--- config.mk ---
export PLATFORM = sky130hd
export DESIGN_NAME = lru_page_cache_directory_core
export DESIGN_NICKNAME = d
export VERILOG_FILES = /design/src/rtl/lpcd_pkg.sv /design/src/rtl/lru_page_cache_directory_core.sv
export VERILOG_INCLUDE_DIRS = /design/src /design/src/rtl
export SDC_FILE = /design/constraint.sdc
export NUM_CORES = 1
export LEC_CHECK = 0
export ABC_AREA = 1
export BUFFER_PORTS_ARGS = -buffer_cell sky130_fd_sc_hd__buf_2
export CORE_MARGIN = 2
export CORE_UTILIZATION = 36
export DETAILED_ROUTE_END_ITERATION = 10
export PLACE_DENSITY_LB_ADDON = 0.1
export SLEW_MARGIN = 20
export SYNTH_ARGS = -nofsm -noshare
export SYNTH_HDL_FRONTEND = slang
export SYNTH_SLANG_ARGS = --single-unit
--- constraint.sdc ---
create_clock -name clk -period 4.7 [get_ports clk]
set_input_delay 0.94 -clock clk [delete_from_list [all_inputs] [get_ports clk]]
set_output_delay 0.94 -clock clk [all_outputs]
set_load 0.01 [all_outputs]
--- src/rtl/lru_page_cache_directory_core_macros.svh ---
// ----------------------------------------------------------------------------
// lru_page_cache_directory_core_macros
// Assertion macros for the page directory core.
// ----------------------------------------------------------------------------
`ifndef LRU_PAGE_CACHE_DIRECTORY_CORE_MACROS_SVH
`define LRU_PAGE_CACHE_DIRECTORY_CORE_MACROS_SVH
// Implication check, disabled during reset.
`define LPCD_ASSERT_IMP(label, clk, rst_n, ante, cons, msg) \
    label: assert property (@(posedge clk) disable iff (!rst_n) (ante) |-> (cons)) \
        else $error(msg);
// Next-cycle implication check, disabled during reset.
`define LPCD_ASSERT_NXT(label, clk, rst_n, ante, cons, msg) \
    label: assert property (@(posedge clk) disable iff (!rst_n) (ante) |=> (cons)) \
        else $error(msg);
`endif

--- src/rtl/lpcd_pkg.sv ---
// ----------------------------------------------------------------------------
// lpcd_pkg
// Types and constants of the LRU page directory.
// ----------------------------------------------------------------------------
package lpcd_pkg;

    localparam int CAPACITY_DEF = 16;
    localparam int MAX_RESULTS  = 16;

    typedef enum logic [2:0] {
        KIND_LOOKUP = 3'd0,
        KIND_PROBE  = 3'd1,
        KIND_PUT    = 3'd2,
        KIND_MARK   = 3'd3,
        KIND_SCAN   = 3'd4,
        KIND_CLEAR  = 3'd5,
        KIND_RSV6   = 3'd6,
        KIND_RSV7   = 3'd7
    } kind_t;

    typedef struct packed {
        logic [2:0]  kind;
        logic [30:0] page_id;
        logic        dirty;
    } req_t;

    typedef struct packed {
        logic        hit;
        logic [3:0]  slot;
        logic [30:0] page_id_out;
        logic        victim_valid;
        logic        write_back;
        logic        last;
    } rsp_t;

    typedef enum logic [2:0] {
        ST_IDLE,
        ST_SEARCH,
        ST_DECIDE,
        ST_UPDATE,
        ST_SCAN,
        ST_DONE
    } state_t;

endpackage

--- src/rtl/lru_page_cache_directory_core.sv ---
// ----------------------------------------------------------------------------
// lru_page_cache_directory_core
// Fully associative page directory with valid, dirty and exact LRU ranks.
// ----------------------------------------------------------------------------
// Channel  | Signals           | Transfer
// ---------+-------------------+------------------------------------------
// request  | start, busy, req  | start high and busy low at rising edge
// result   | rsp_valid, rsp    | one cycle strobe, receiver cannot stall
//
// A request holds busy through the search walk, in which one shared
// comparator walks the slots one per cycle behind the registered page read
// (free slot and victim are picked in the same walk), then through the victim
// page read, an update state of independent per-slot rank adds and a done
// state that carries the result strobe.
// A dirty scan holds busy while it walks the slots and strobes each dirty slot
// the cycle after it is walked; with none dirty, its one result strobes in
// the same cycle that busy drops. The next transfer can land as soon as
// busy drops.
// Reset clears valid, dirty and ranks; slot pages are kept in a memory.
// ----------------------------------------------------------------------------
`include "lru_page_cache_directory_core_macros.svh"

module lru_page_cache_directory_core #(
    parameter int CAPACITY = lpcd_pkg::CAPACITY_DEF
) (
    input  logic          clk,
    input  logic          rst_n,
    input  logic          start,
    input  lpcd_pkg::req_t req,
    output logic          busy,
    output logic          rsp_valid,
    output lpcd_pkg::rsp_t rsp
);
    import lpcd_pkg::*;

    localparam int IW = (CAPACITY > 1) ? $clog2(CAPACITY) : 1;
    localparam int CW = $clog2(CAPACITY + 1);
    localparam int RW = IW;

    // slot state
    logic [CAPACITY-1:0] valid_reg, valid_next;
    logic [CAPACITY-1:0] dirty_reg, dirty_next;
    logic [RW-1:0]       rank_reg [CAPACITY];
    logic [RW-1:0]       rank_next [CAPACITY];
    logic [30:0]         page_mem [CAPACITY];

    // sequencer
    state_t      state_reg, state_next;
    req_t        req_reg;
    logic [CW-1:0] idx_reg, idx_next;
    logic [IW-1:0] idx_i;
    logic        found_reg, found_next;
    logic [IW-1:0] hit_reg, hit_next;
    logic        free_reg, free_next;
    logic [IW-1:0] free_idx_reg, free_idx_next;
    logic [IW-1:0] vic_reg, vic_next;
    logic [4:0]  nres_reg, nres_next;
    logic [30:0] rd_page;
    logic        rsp_valid_next;
    rsp_t        rsp_next;

    assign idx_i = idx_reg[IW-1:0];

    // single read port, address from walk counter or target slot
    logic [IW-1:0] rd_addr;
    always_comb
    begin
        rd_addr = idx_i;
        if (state_reg == ST_DECIDE)
            rd_addr = vic_reg;
    end
    always_ff @(posedge clk)
    begin
        rd_page <= page_mem[rd_addr];
    end

    // page write on put miss
    logic          wr_en;
    logic [IW-1:0] wr_addr;
    always_ff @(posedge clk)
    begin
        if (wr_en)
            page_mem[wr_addr] <= req_reg.page_id;
    end

    // next state
    always_comb
    begin
        state_next = state_reg;
        unique case (state_reg)
            ST_IDLE:
                if (start)
                    state_next = (kind_t'(req.kind) == KIND_SCAN) ? ST_SCAN : ST_SEARCH;
            ST_SEARCH:
                if (idx_reg == CW'(CAPACITY))
                    state_next = ST_DECIDE;
            ST_DECIDE: state_next = ST_UPDATE;
            ST_UPDATE: state_next = ST_DONE;
            ST_SCAN:
                if (idx_reg == CW'(CAPACITY) || nres_reg == 5'(MAX_RESULTS))
                    state_next = ST_DONE;
            ST_DONE:   state_next = ST_IDLE;
            default:   state_next = ST_IDLE;
        endcase
    end

    // datapath and outputs
    always_comb
    begin
        logic [RW-1:0] lim;
        logic          touch;
        logic [IW-1:0] ts;
        logic          s_valid;
        logic          s_dirty;
        s_valid        = 1'b0;
        s_dirty        = 1'b0;
        lim            = '0;
        touch          = 1'b0;
        ts             = '0;
        valid_next     = valid_reg;
        dirty_next     = dirty_reg;
        rank_next      = rank_reg;
        idx_next       = idx_reg;
        found_next     = found_reg;
        hit_next       = hit_reg;
        free_next      = free_reg;
        free_idx_next  = free_idx_reg;
        vic_next       = vic_reg;
        nres_next      = nres_reg;
        wr_en          = 1'b0;
        wr_addr        = '0;
        rsp_valid_next = 1'b0;
        rsp_next       = '0;
        unique case (state_reg)
            ST_IDLE:
            begin
                idx_next   = '0;
                found_next = 1'b0;
                free_next  = 1'b0;
                vic_next   = '0;
                nres_next  = '0;
            end
            ST_SEARCH:
            begin
                // rd_page holds page of slot idx-1
                if (idx_reg != '0)
                begin
                    ts = IW'(idx_reg - CW'(1));
                    s_valid = valid_reg[ts];
                    if (!found_reg && s_valid && rd_page == req_reg.page_id)
                    begin
                        found_next = 1'b1;
                        hit_next   = ts;
                    end
                    if (!free_reg && !s_valid)
                    begin
                        free_next     = 1'b1;
                        free_idx_next = ts;
                    end
                    if (rank_reg[ts] > rank_reg[vic_reg])
                        vic_next = ts;
                end
                if (idx_reg != CW'(CAPACITY))
                    idx_next = idx_reg + CW'(1);
            end
            ST_DECIDE: ;  // victim page read in flight
            ST_UPDATE:
            begin
                rsp_valid_next = 1'b1;
                rsp_next.last  = 1'b1;
                unique case (kind_t'(req_reg.kind))
                    KIND_LOOKUP, KIND_PROBE, KIND_MARK:
                    begin
                        rsp_next.hit  = found_reg;
                        rsp_next.slot = found_reg ? 4'(hit_reg) : 4'd0;
                        if (found_reg && kind_t'(req_reg.kind) == KIND_LOOKUP)
                        begin
                            touch = 1'b1; ts = hit_reg; lim = rank_reg[hit_reg];
                        end
                        if (found_reg && kind_t'(req_reg.kind) == KIND_MARK)
                            dirty_next[hit_reg] = 1'b1;
                    end
                    KIND_PUT:
                    begin
                        touch = 1'b1;
                        if (found_reg)
                        begin
                            ts = hit_reg; lim = rank_reg[hit_reg];
                            dirty_next[hit_reg] = req_reg.dirty;
                            rsp_next.hit  = 1'b1;
                            rsp_next.slot = 4'(hit_reg);
                        end
                        else
                        begin
                            ts  = free_reg ? free_idx_reg : vic_reg;
                            lim = '1;
                            rsp_next.slot = 4'(ts);
                            if (!free_reg)
                            begin
                                rsp_next.victim_valid = 1'b1;
                                rsp_next.write_back   = dirty_reg[vic_reg];
                                rsp_next.page_id_out  = rd_page;
                            end
                            wr_en = 1'b1;
                            wr_addr = ts;
                        end
                    end
                    KIND_CLEAR:
                    begin
                        valid_next = '0;
                        dirty_next = '0;
                        for (int i = 0; i < CAPACITY; i++)
                            rank_next[i] = '0;
                    end
                    default: ;
                endcase
                if (touch)
                begin
                    for (int i = 0; i < CAPACITY; i++)
                        if (valid_reg[i] && IW'(i) != ts &&
                            (rank_reg[i] < lim || lim == '1))
                            rank_next[i] = rank_reg[i] + RW'(1);
                    rank_next[ts] = '0;
                    if (kind_t'(req_reg.kind) == KIND_PUT && !found_reg)
                    begin
                        valid_next[ts] = 1'b1;
                        dirty_next[ts] = req_reg.dirty;
                    end
                end
            end
            ST_SCAN:
            begin
                if (idx_reg != '0)
                begin
                    ts = IW'(idx_reg - CW'(1));
                    s_dirty = valid_reg[ts] && dirty_reg[ts];
                    if (s_dirty && nres_reg != 5'(MAX_RESULTS))
                    begin
                        rsp_valid_next       = 1'b1;
                        rsp_next.hit         = 1'b1;
                        rsp_next.slot        = 4'(ts);
                        rsp_next.page_id_out = rd_page;
                        nres_next            = nres_reg + 5'd1;
                        // last when no further dirty slot would be emitted
                        rsp_next.last        = (nres_reg == 5'(MAX_RESULTS - 1));
                        if (idx_reg != CW'(CAPACITY))
                        begin
                            rsp_next.last = rsp_next.last ||
                                ((valid_reg & dirty_reg) >> idx_reg) == '0;
                        end
                        else
                            rsp_next.last = 1'b1;
                    end
                end
                if (idx_reg != CW'(CAPACITY))
                    idx_next = idx_reg + CW'(1);
            end
            ST_DONE:
            begin
                if (req_reg.kind == KIND_SCAN && nres_reg == '0)
                begin
                    rsp_valid_next = 1'b1;
                    rsp_next.last  = 1'b1;
                end
            end
            default: ;
        endcase
    end

    always_ff @(posedge clk or negedge rst_n)
    begin
        if (!rst_n)
        begin
            state_reg <= ST_IDLE;
            valid_reg <= '0;
            dirty_reg <= '0;
            for (int i = 0; i < CAPACITY; i++)
                rank_reg[i] <= '0;
            rsp_valid <= 1'b0;
            idx_reg   <= '0;
            found_reg <= 1'b0;
            free_reg  <= 1'b0;
            nres_reg  <= '0;
        end
        else
        begin
            state_reg <= state_next;
            valid_reg <= valid_next;
            dirty_reg <= dirty_next;
            rank_reg  <= rank_next;
            rsp_valid <= rsp_valid_next;
            idx_reg   <= idx_next;
            found_reg <= found_next;
            free_reg  <= free_next;
            nres_reg  <= nres_next;
        end
    end

    always_ff @(posedge clk)
    begin
        if (state_reg == ST_IDLE && start)
            req_reg <= req;
        hit_reg      <= hit_next;
        free_idx_reg <= free_idx_next;
        vic_reg      <= vic_next;
        rsp          <= rsp_next;
    end

    assign busy = (state_reg != ST_IDLE);

    `LPCD_ASSERT_NXT(a_accept_busy, clk, rst_n, start && !busy, busy, "busy not raised")
    `LPCD_ASSERT_IMP(a_no_rsp_idle, clk, rst_n, rsp_valid && !$past(busy), 1'b0,
        "result without request")
    `LPCD_ASSERT_IMP(a_scan_cap, clk, rst_n, 1'b1, nres_reg <= 5'(MAX_RESULTS),
        "scan count overflow")

endmodule
=== Word-level counts from Yosys, hierarchy flattened ===
Memories as Yosys holds them, arrays and structs flattened. A register that Yosys moved wholly into a read port is not among the register bits.
Cells that the tools add are included.
Widths: inputs -> output; s select.

* Flip-flop bits (word level): 198
* Bits in writable memories: 496
* Bits of input ports: 38
* Output and inout bits: 41
* Memories kept: 1

* $add $sub $neg: 19
* Magnitude comparators: 28
* Equality and inequality tests: 43
* Shift operators: 1
* Multiplexer cells: 140
* Bitwise operators: 11
* Reductions and logical operators: 88

{| class="wikitable"
|+ Memory list
! memory !! words !! width !! read ports !! clocked after memory_dff !! wr ports !! RTL line !! text
|-
| page_mem || 16 || 31 || 1 || 1 || 1 || lru_page_cache_directory_core.sv:45 || <nowiki>logic [30:0] page_mem [CAPACITY];</nowiki>
|}

{| class="wikitable"
|+ Operators by type and width
! operator !! number
|-
| $mux 4 || 69
|-
| $mux 16 || 9
|-
| $mux 64 || 2
|-
| $mux 33 || 3
|-
| $mux 36 || 2
|-
| $pmux 36 s2 || 1
|-
| $add 4x1->4 const B || 16
|-
| $and 64x64->64 || 1
|-
| $lt 4x4->1 || 16
|-
| $not 64->64 || 1
|-
| $bmux 4 s4 || 3
|-
| $pmux 16 s3 || 1
|-
| $logic_and 1x1->1 || 45
|-
| $bwmux 16 || 2
|-
| $ne 4x4->1 const A || 8
|-
| $or 16x16->16 || 2
|-
| $eq 31x31->1 || 1
|-
| $pmux 5 s2 || 3
|-
| $pmux 4 s2 || 3
|-
| $mux 1 || 23
|-
| $reduce_and 3->1 || 7
|-
| $ge 5x5->1 const B || 4
|-
| $lt 4x5->1 const B || 4
|-
| $not 4->5 || 4
|-
| other kinds (41) || 100
|}

=== Logic depth before layout (Yosys ltp) ===
Gate-level depths: netlist (run 1).

* Depth in word-level cells: 15
* Gate-level depth with buffers: 21
* Gate-level depth less buffers: 21

=== Worst setup path before layout (run 1) ===
OpenSTA, ideal clock, no wires.

* Kind: register to register
* Start: register state_reg[2]
* End: memory page_mem[3][0] (enable)
* Library setup time: 0.458 ns
* Arrival time: 3.539 ns
* Required time: 4.242 ns
* Setup slack: 0.703 ns
* Stages on the path, launching flop included: 10
* Clock period less this slack: 3.997 ns
* Cell sequence: dfrtp_1 > nor2_1 > inv_2 > nor2_1 > inv_1 > nor2_1 > inv_1 > nor2_1 > nand2_1 > nor3_1

* Cells in the longest elaborated chain, start to end: 4
* Elaborated cells on any way between the ends: 5

{| class="wikitable"
|+ Ends and longest elaborated chain
! element !! RTL line !! text
|-
| from (decl) || lru_page_cache_directory_core.sv:48 || <nowiki>state_t state_reg, state_next;</nowiki>
|-
| from (signal assigned) || lru_page_cache_directory_core.sv:287 || <nowiki>state_reg <= state_next;</nowiki>
|-
| $eq 3x2->1 * || lru_page_cache_directory_core.sv:134 || <nowiki>unique case (state_reg)</nowiki>
|-
| $mux 1 || lru_page_cache_directory_core.sv:134 ||
|-
| $mux 1 || lru_page_cache_directory_core.sv:82 || <nowiki>if (wr_en)</nowiki>
|-
| $mux 1 (implied by the code) || lru_page_cache_directory_core.sv:83 || <nowiki>page_mem[wr_addr] <= req_reg.page_id;</nowiki>
|-
| to (decl) || lru_page_cache_directory_core.sv:45 ||
|}

Mark *: on every way between the ends. The rest lies on a longest branch, timed or not.

=== Worst setup path after layout (run 1) ===
* Start: register hit_reg[0]
* End: register rank_reg[51] (netlist name)

* Cells in the longest elaborated chain, start to end: 15
* Elaborated cells on any way between the ends: 30

{| class="wikitable"
|+ Ends and longest elaborated chain
! element !! RTL line !! text
|-
| from (decl) || lru_page_cache_directory_core.sv:53 || <nowiki>logic [IW-1:0] hit_reg, hit_next;</nowiki>
|-
| from (signal assigned) || lru_page_cache_directory_core.sv:303 || <nowiki>hit_reg <= hit_next;</nowiki>
|-
| $not 4->5 (implied by the code) || lru_page_cache_directory_core.sv:178, lru_page_cache_directory_core.sv:188 ||
|-
| $bmux 4 s4 || lru_page_cache_directory_core.sv:178, lru_page_cache_directory_core.sv:188 ||
|-
| $mux 4 (implied by the code) (2 in series) || lru_page_cache_directory_core.sv:178, lru_page_cache_directory_core.sv:188 ||
|-
| $mux 4, on equally long branches || lru_page_cache_directory_core.sv:186, lru_page_cache_directory_core.sv:176 ||
|-
| $pmux 4 s2 || lru_page_cache_directory_core.sv:171 || <nowiki>unique case (kind_t'(req_reg.kind))</nowiki>
|-
| $mux 4 || lru_page_cache_directory_core.sv:134 ||
|-
| $lt 4x4->1 or $eq 4x4->1 (tied branches) || lru_page_cache_directory_core.sv:221 || <nowiki>(rank_reg[i] < lim || lim == '1))</nowiki>
|-
| $logic_or 1x1->1 || lru_page_cache_directory_core.sv:221 ||
|-
| $logic_and 1x1->1 || lru_page_cache_directory_core.sv:220 || <nowiki>if (valid_reg[i] && IW'(i) != ts &&</nowiki>
|-
| $mux 4 || lru_page_cache_directory_core.sv:220 ||
|-
| $mux 4 || lru_page_cache_directory_core.sv:217 || <nowiki>if (touch)</nowiki>
|-
| $mux 4 || lru_page_cache_directory_core.sv:134 ||
|-
| $and 64x64->64 (no line) * || n/a ||
|-
| $mux 64 * || lru_page_cache_directory_core.sv:217 ||
|-
| to (signal assigned) || lru_page_cache_directory_core.sv:290 || <nowiki>rank_reg <= rank_next;</nowiki>
|-
| to (decl) || lru_page_cache_directory_core.sv:43 || <nowiki>logic [RW-1:0] rank_reg [CAPACITY];</nowiki>
|}

Mark *: on every way between the ends. The rest lies on a longest branch, timed or not. The select of a mux whose other input is x is not followed.
A chain may end at the register's enable or synchronous reset.

==> results of run 1 <==
stage by stage:
step / power (mW) / instances
2_1_floorplan: 15.4 / 3564
3_3_place_gp: 18.7 / 4780
3_5_place_dp: 18.8 / 4780
4_1_cts: 25.5 / 4938
5_1_grt: 27.1 / 4938
6_report: 25.4 / 4938
cells in the final DEF (no fill, tap or decap), types with 68 or more instances in the layout:
cell	count
nor2_1	455
dfrtp_1	111
clkbuf_16	86
o21ai_0	426
buf_2	77
ha_1	74
dfxtp_1	70
o22ai_1	68
nand3_1	190
a21oi_1	217
inv_1	258
nand2_1	513
edfxtp_1	543
o221ai_1	96
critical path: stages, from the launching register on:
cell and delay [ns]:
edfxtp_1 0.64, inv_2 0.20, nand2_2 0.33, inv_1 0.20
nand2_1 0.09, o21ai_0 0.08, o21ai_0 0.15, nand4_1 0.11
nand2_1 0.08, nand2_1 0.08, inv_1 0.61, ha_1 0.39
a21oi_1 0.13, nand2_1 0.06, nand2_1 0.11, nand2_1 0.15
o21ai_0 0.20, nand2_1 0.07, nand2_1 0.06, nand2_1 0.04
area by class of cell:
| class | count | area [um^2] | area share (%) |
|---|---|---|---|
| well taps | 1265 | 1580 | 3.99 |
| inverters | 284 | 1080 | 2.72 |
| clock inverters | 34 | 428 | 1.08 |
| repair buffers | 153 | 1100 | 2.77 |
| flip-flops and latches | 725 | 20500 | 51.8 |
| clock buffers | 124 | 2390 | 6.04 |
| multi-input cells | 2353 | 12500 | 31.6 |
per-layer routing:
| layer | global-route usage, % | share of wire, % | vias up |
|---|---|---|---|
| met1 | 35.4 | 48 | 13478 |
| met4 | 5.73 | 1.8 | 0 |
| met2 | 34.6 | 44 | 870 |
| li1 | - | - | 12702 |
| met3 | 3.23 | 6.2 | 139 |
| met5 | 0 | 0 | - |
power by group through the flow:
stage	sequential, mW	combinational, mW	clock (mW)
2_1_floorplan	8.53	6.86	0
4_1_cts	8.97	9.72	6.80
5_1_grt	9.10	11.0	7.06
3_5_place_dp	9.10	9.68	0
3_3_place_gp	9.10	9.65	0
6_report	9.00	9.76	6.67
synthesized netlist by cell type, types with 2 or more instances:
library cell | count | area share (%)
o311ai_0 | 22 | 0.55
o221ai_1 | 96 | 2.4
nor2_1 | 473 | 5.1
buf_1 | 4 | 0.043
o31ai_1 | 4 | 0.086
nor3_1 | 10 | 0.14
nand2_4 | 13 | 0.42
o21ai_2 | 3 | 0.076
nand3b_1 | 15 | 0.32
a211oi_1 | 5 | 0.11
a21oi_1 | 218 | 3.1
nor4_1 | 9 | 0.16
inv_1 | 262 | 2.8
xnor2_1 | 3 | 0.076
buf_6 | 4 | 0.13
nand2_1 | 513 | 5.5
nand2_2 | 20 | 0.36
xor2_1 | 40 | 1.0
a221oi_1 | 4 | 0.10
clkbuf_1 | 175 | 1.9
buf_2 | 15 | 0.22
o2111a_1 | 2 | 0.065
inv_2 | 20 | 0.22
o22ai_1 | 68 | 1.2
nand3_1 | 191 | 2.8
buf_4 | 3 | 0.065
nand4_1 | 17 | 0.31
nor2_2 | 5 | 0.090
o211ai_1 | 58 | 1.3
nand3_2 | 8 | 0.23
o21ai_0 | 426 | 6.1
a31oi_1 | 24 | 0.43
o21ai_1 | 13 | 0.19
a21oi_2 | 10 | 0.25
dfxtp_1 | 70 | 4.0
dfrtp_1 | 112 | 8.1
ha_1 | 74 | 2.7
edfxtp_1 | 543 | 47
how the worst min path moves through the flow:
stage	from	to	slack, ns	cells past startpoint
3_3_place_gp	rd_page[21]	rsp[24]	0.43	2
2_1_floorplan	rd_page[11]	rsp[14]	0.42	2
4_1_cts	req[16]	req_reg[16]	0.41	1
3_5_place_dp	rd_page[21]	rsp[24]	0.43	2
5_1_grt	rst_n	rank_reg[22]	0.38	1
6_report	rst_n	rank_reg[61]	0.34	1
cells by family after synthesis:
group / after synthesis / share of synthesized area, %
flops: 725 / 59.0
fa+ha+maj: 74 / 2.67
xor+xnor: 44 / 1.13
simple gates: 1278 / 15.5
buf+inv: 486 / 5.46
compound gates: 957 / 16.1
==> out/metrics.yaml, run 1 <==
finish:
  fillCellCount: 9344
  syn_to_final_growth_pct: 14.1
  final_nets: 3713
  fin_area_um2: 39600
  largest_reg_flops: 496
  utilization_pct: 41.6
  drive_gt1_share_pct: 10.6
  antenna-diode-count: 0
drt:
  antenna_left: 0
  drtIter0Drc: 2663
  dr.pass1.iters: 5
  finalWirelength_mm: 116
  vias_per_cell: 5.51
  routedWlPerCell_um: 23.6
  vias: 27189
  drc: 0
worst_setup_path:
  startpoint: "hit_reg[0]"
  rr_startpoint: "hit_reg[0]"
  required_ns: 5.23
  r2r_end: "rank_reg[51]"
  worstSetupStartpointType: "register"
  rr_worst_depth: 19
  path_class: "register to register"
  crit_arrival_ns: 4.47
  end_kind: "register"
  endpoint: "rank_reg[51]"
  path_max_fanout: 16
  reg2reg_slack_ns: 0.76
clock_tree:
  cts_buffers: 84
  clk_latency_ns: 0.66
  clkTransAtPathRegs_ns: 0.06
  cts.path.max_buffers: 3
  cts.sink_count: 725
  postCtsHoldBufs: 0
  clock-root-buffer: "clkbuf_16"
  cts_tree: "built"
  cts_resized: 0
  postCtsSetupBuffers: 0
  htreeDepth: 3
timing:
  rsz0062_at_grt: "false"
  tightest_slew_ns: 1.15
  hold_ws_ns: 0.338
  setup_ws_ns: 0.758
  finalHoldViolCount: 0
  setup_viol: 0
  maxSlewViolCount: 0
  finalCritPeriodShare_pct: 83.9
  fin_crit_ns: 3.94
  clock_skew_ns: 0.0328
  setup_tns_ns: 0
  slew_headroom_pct: 23.3
  fmax_mhz: 254
worst_hold_path:
  min_path_type: "input port to asynchronous set/reset pin"
global_route:
  antenna_found_initial: 2
  grt-ovfl-total: 0
  grt_pass1_vias: 25938
  grt_usage_pct: 23.2
  grt_pass1_wl_mm: 173
  grt_max_degree: 217
floorplan:
  start_util_pct: 36.4
  die_x_um: 315
  fp.dieH_um: 315
  die_area_um2: 99000
  rows: 113
  core_area_um2: 95300
  io_pins: 79
power:
  p_seq_share_pct: 35.4
  power.leakage_nw: 15.0
  clockPowerShare_pct: 26.2
  ir_drop_mv: 0.763
  p_sw_mw: 10.7
  swShare_pct: 41.9
  power-per-cell-area_nw_per_um2: 642
  internal-power_mw: 14.8
  comb_power_share_pct: 38.4
synthesis:
  synth_edf_count: 543
  syn-num-nets: 3676
  avgSynthCellArea_um2: 9.75
  ys_seq_area_share_pct: 59.0
  ys_types: 50
  yosysWarningCount: 0
  ys_ff_latch: 725
  synthFlopType: "edfxtp_1"
  syn_inst: 3564
  async_reset_ff_share_pct: 15.4
  syn-cell-area_um2: 34700
placement:
  portBuffers: 78
  dp_slack_ns: 0.834
  place_area_um2: 36800
  dpl.hpwl_mm: 70.4
  gp_congestion: 0.918
flow_run:
  max_cap_violations: 0
status:
  status: "completed"
Note: power is estimated with default switching activity, not from simulation.
==> run 2, diff against run 1 <==
- ABC_AREA: 1 -> 0
- clock period: 4.7 -> 3.3 ns (I/O delays scaled with it)
==> run 2 against run 1 <==
- the flow now finishes with violations (negative setup slack)
- highest routed layer unchanged
- first-iteration DRC count shrank 29%
- combinational power down 18%
- largest power group is now registers
- critical path type unchanged
- sequential share of layout area is 1.3 points lower
==> out/metrics.yaml, run 2 <==
status:
  status: "complete, but fails checks"
  violations: "negative setup slack"
worst_setup_path:
  rr_startpoint: "hit_reg[0]"
  critPathBufInv: 3
  path_class: "register to register"
  rr_worst_depth: 14
  cpLargestDelayFamily: "compound AO/OA/AOI/OAI gates"
  crit_chain: "buf_6 > mux4_2 > a22oi_2 > nand2_2 > o21ai_4 > buf_12 > buf_8 > ha_1 > o211ai_1 > a31oi_1 > a211o_1 > a21oi_2 > o21ai_2 > mux2_2"
  max_stage_delay_ns: 0.50
  crit_arrival_ns: 3.86
  cp_num_cells: 14
  end_kind: "register"
  path_max_fanout: 5
  cp_slowest_cell: "mux4_2"
  required_ns: 3.81
  r2r_end: "rank_reg[48]"
  reg2reg_slack_ns: -0.05
  worstSetupStartpointType: "register"
worst_hold_path:
  hold_depth: 1
  hp-start: "req[12]"
  holdPathEnd: "req_reg[12]"
  min_path_type: "input port to register"
clock_tree:
  cts_buffers: 83
  clkTransAtPathRegs_ns: 0.06
  cts_tree: "built"
  clk_latency_ns: 0.64
  cts.sink_count: 725
  clock-root-buffer: "clkbuf_16"
  htreeDepth: 3
  cts.path.max_buffers: 3
floorplan:
  die_x_um: 308
  core_area_um2: 91700
  io_pins: 79
  die_area_um2: 94800
  fp.dieH_um: 308
  start_util_pct: 36.3
  rows: 111
synthesis:
  synthFlopType: "edfxtp_1"
  yosysWarningCount: 0
  ys_seq_area_share_pct: 61.7
  synth_common_cells: "nand2_1, edfxtp_1, nand3_1"
  ys_types: 75
  synth_top_area_share_pct: 49.0
  syn_inst: 2790
  synth.most_common_cell: "nand2_1"
  syn-num-nets: 2902
  avgSynthCellArea_um2: 11.9
  ys_ff_latch: 725
  ys_top_cells_by_area: "edfxtp_1, dfrtp_1, nand2_1"
  async_reset_ff_share_pct: 15.4
  synth_top_area_cell: "edfxtp_1"
  synth_edf_count: 543
  syn-cell-area_um2: 33300
timing:
  setup_viol: 14
  finalHoldViolCount: 0
  clock_skew_ns: 0.0230
  maxSlewViolCount: 0
  slew_headroom_pct: 28.3
  hold_ws_ns: 0.194
  setup_tns_ns: -0.306
  rsz0062_at_grt: "true"
  finalCritPeriodShare_pct: 101
  fmax_mhz: 299
  tightest_slew_ns: 1.07
  setup_ws_ns: -0.0477
  fin_crit_ns: 3.35
finish:
  syn_to_final_growth_pct: 22.1
  antenna-diode-count: 0
  largest_reg_flops: 496
  final_cell_mix: "nand2_1, edfxtp_1, buf_4"
  drive_gt1_share_pct: 21.7
  fin_cells: 4304
  final_nets: 3162
  fillCellCount: 8469
  final-seq-area_um2: 20500
  multiInputGateArea_um2: 12800
  layout_commonest_cell: "nand2_1"
placement:
  dpl.hpwl_mm: 68.6
  portBuffers: 78
  gp_congestion: 0.905
  dpl.cell_count: 4124
  dp_slack_ns: -0.218
drt:
  dr.pass1.iters: 5
  finalWirelength_mm: 109
  drtIter0Drc: 1904
  antenna_left: 0
  routedWlPerCell_um: 25.3
  vias_per_cell: 5.64
  vias: 24274
  drc: 0
power:
  power.leakage_nw: 15.1
  p_total_mw: 27.7
  power-per-cell-area_nw_per_um2: 681
  ir_drop_mv: 0.426
flow_run:
  max_cap_violations: 0
global_route:
  grt_max_degree: 67
  grt-ovfl-total: 0
  grt_pass1_wl_mm: 160
  grt_pass1_vias: 24137
  grt_usage_pct: 22.8
  antenna_found_initial: 1
[run 2: cell type report]
class,count,share of cell area (%)
Multi-Input combinational cell,1864,31.6
Tap cell,1186,3.65
Timing Repair Buffer,345,7.59
Clock inverter,30,0.681
Clock buffer,123,5.71
Inverter,31,0.317
Sequential cell,725,50.5
[run 2: kinds of logic after synthesis]
| group | Yosys count | share of synthesized area (%) |
|---|---|---|
| and+or+nand+nor | 1109 | 14.8 |
| DFF | 725 | 61.7 |
| AOI/OAI and AO/OA | 521 | 11.0 |
| buffers and inverters | 201 | 2.42 |
| muxes | 124 | 6.38 |
| adders and majority gates | 74 | 2.78 |
| xor gates and xnor gates | 36 | 0.948 |
[run 2: worst max-delay path by stage]
stage	start	endpoint	slack (ns)
3_3_place_gp	hit_reg[0]	rank_reg[51]	-0.15
3_5_place_dp	hit_reg[0]	rank_reg[48]	-0.22
5_1_grt	req_reg[34]	rank_reg[30]	-0.19
2_1_floorplan	req_reg[32]	page_mem[4][0]	-0.21
4_1_cts	hit_reg[0]	rank_reg[24]	-0.05
6_report	hit_reg[0]	rank_reg[48]	-0.05
[run 2: worst register-to-register path, stage by stage, from the launching register on]
cell      delay [ns]
edfxtp_1        0.42
buf_6           0.14
mux4_2          0.50
a22oi_2         0.24
nand2_2         0.11
o21ai_4         0.21
buf_12          0.16
buf_8           0.12
ha_1            0.22
o211ai_1        0.16
a31oi_1         0.07
a211o_1         0.30
a21oi_2         0.20
o21ai_2         0.08
mux2_2          0.29
[run 2: report_power, final]
part,total (mW),internal [mW],switching [mW]
clock network,8.79,5.11,3.68
logic,8.04,2.91,5.13
registers,10.8,10.4,0.465
[run 2: repair_timing]
action,4_1_cts,5_1_grt
cloned,1,0
pin swaps,40,81
setup buffers,10,18
gates resized for setup,37,102
setup endpoints to repair,49,68
hold buffers,1,0
hold endpoints to repair,6,0
[run 2: metal layers]
metal	vias to the layer above	GRT usage [%]	part of all wire, %
met1	12299	30.3	43
met4	0	7.73	2.9
met3	174	3.47	5.7
met2	791	38.2	49
li1	11010	-	-
met5	-	0	0
[run 2: stage by stage]
step,instance area [um^2],util [%]
floorplan,33500,-
global placement,37200,40.6
detailed placement,37200,40.6
CTS,40000,43.7
global route,40600,44.3
finish,40600,44.3
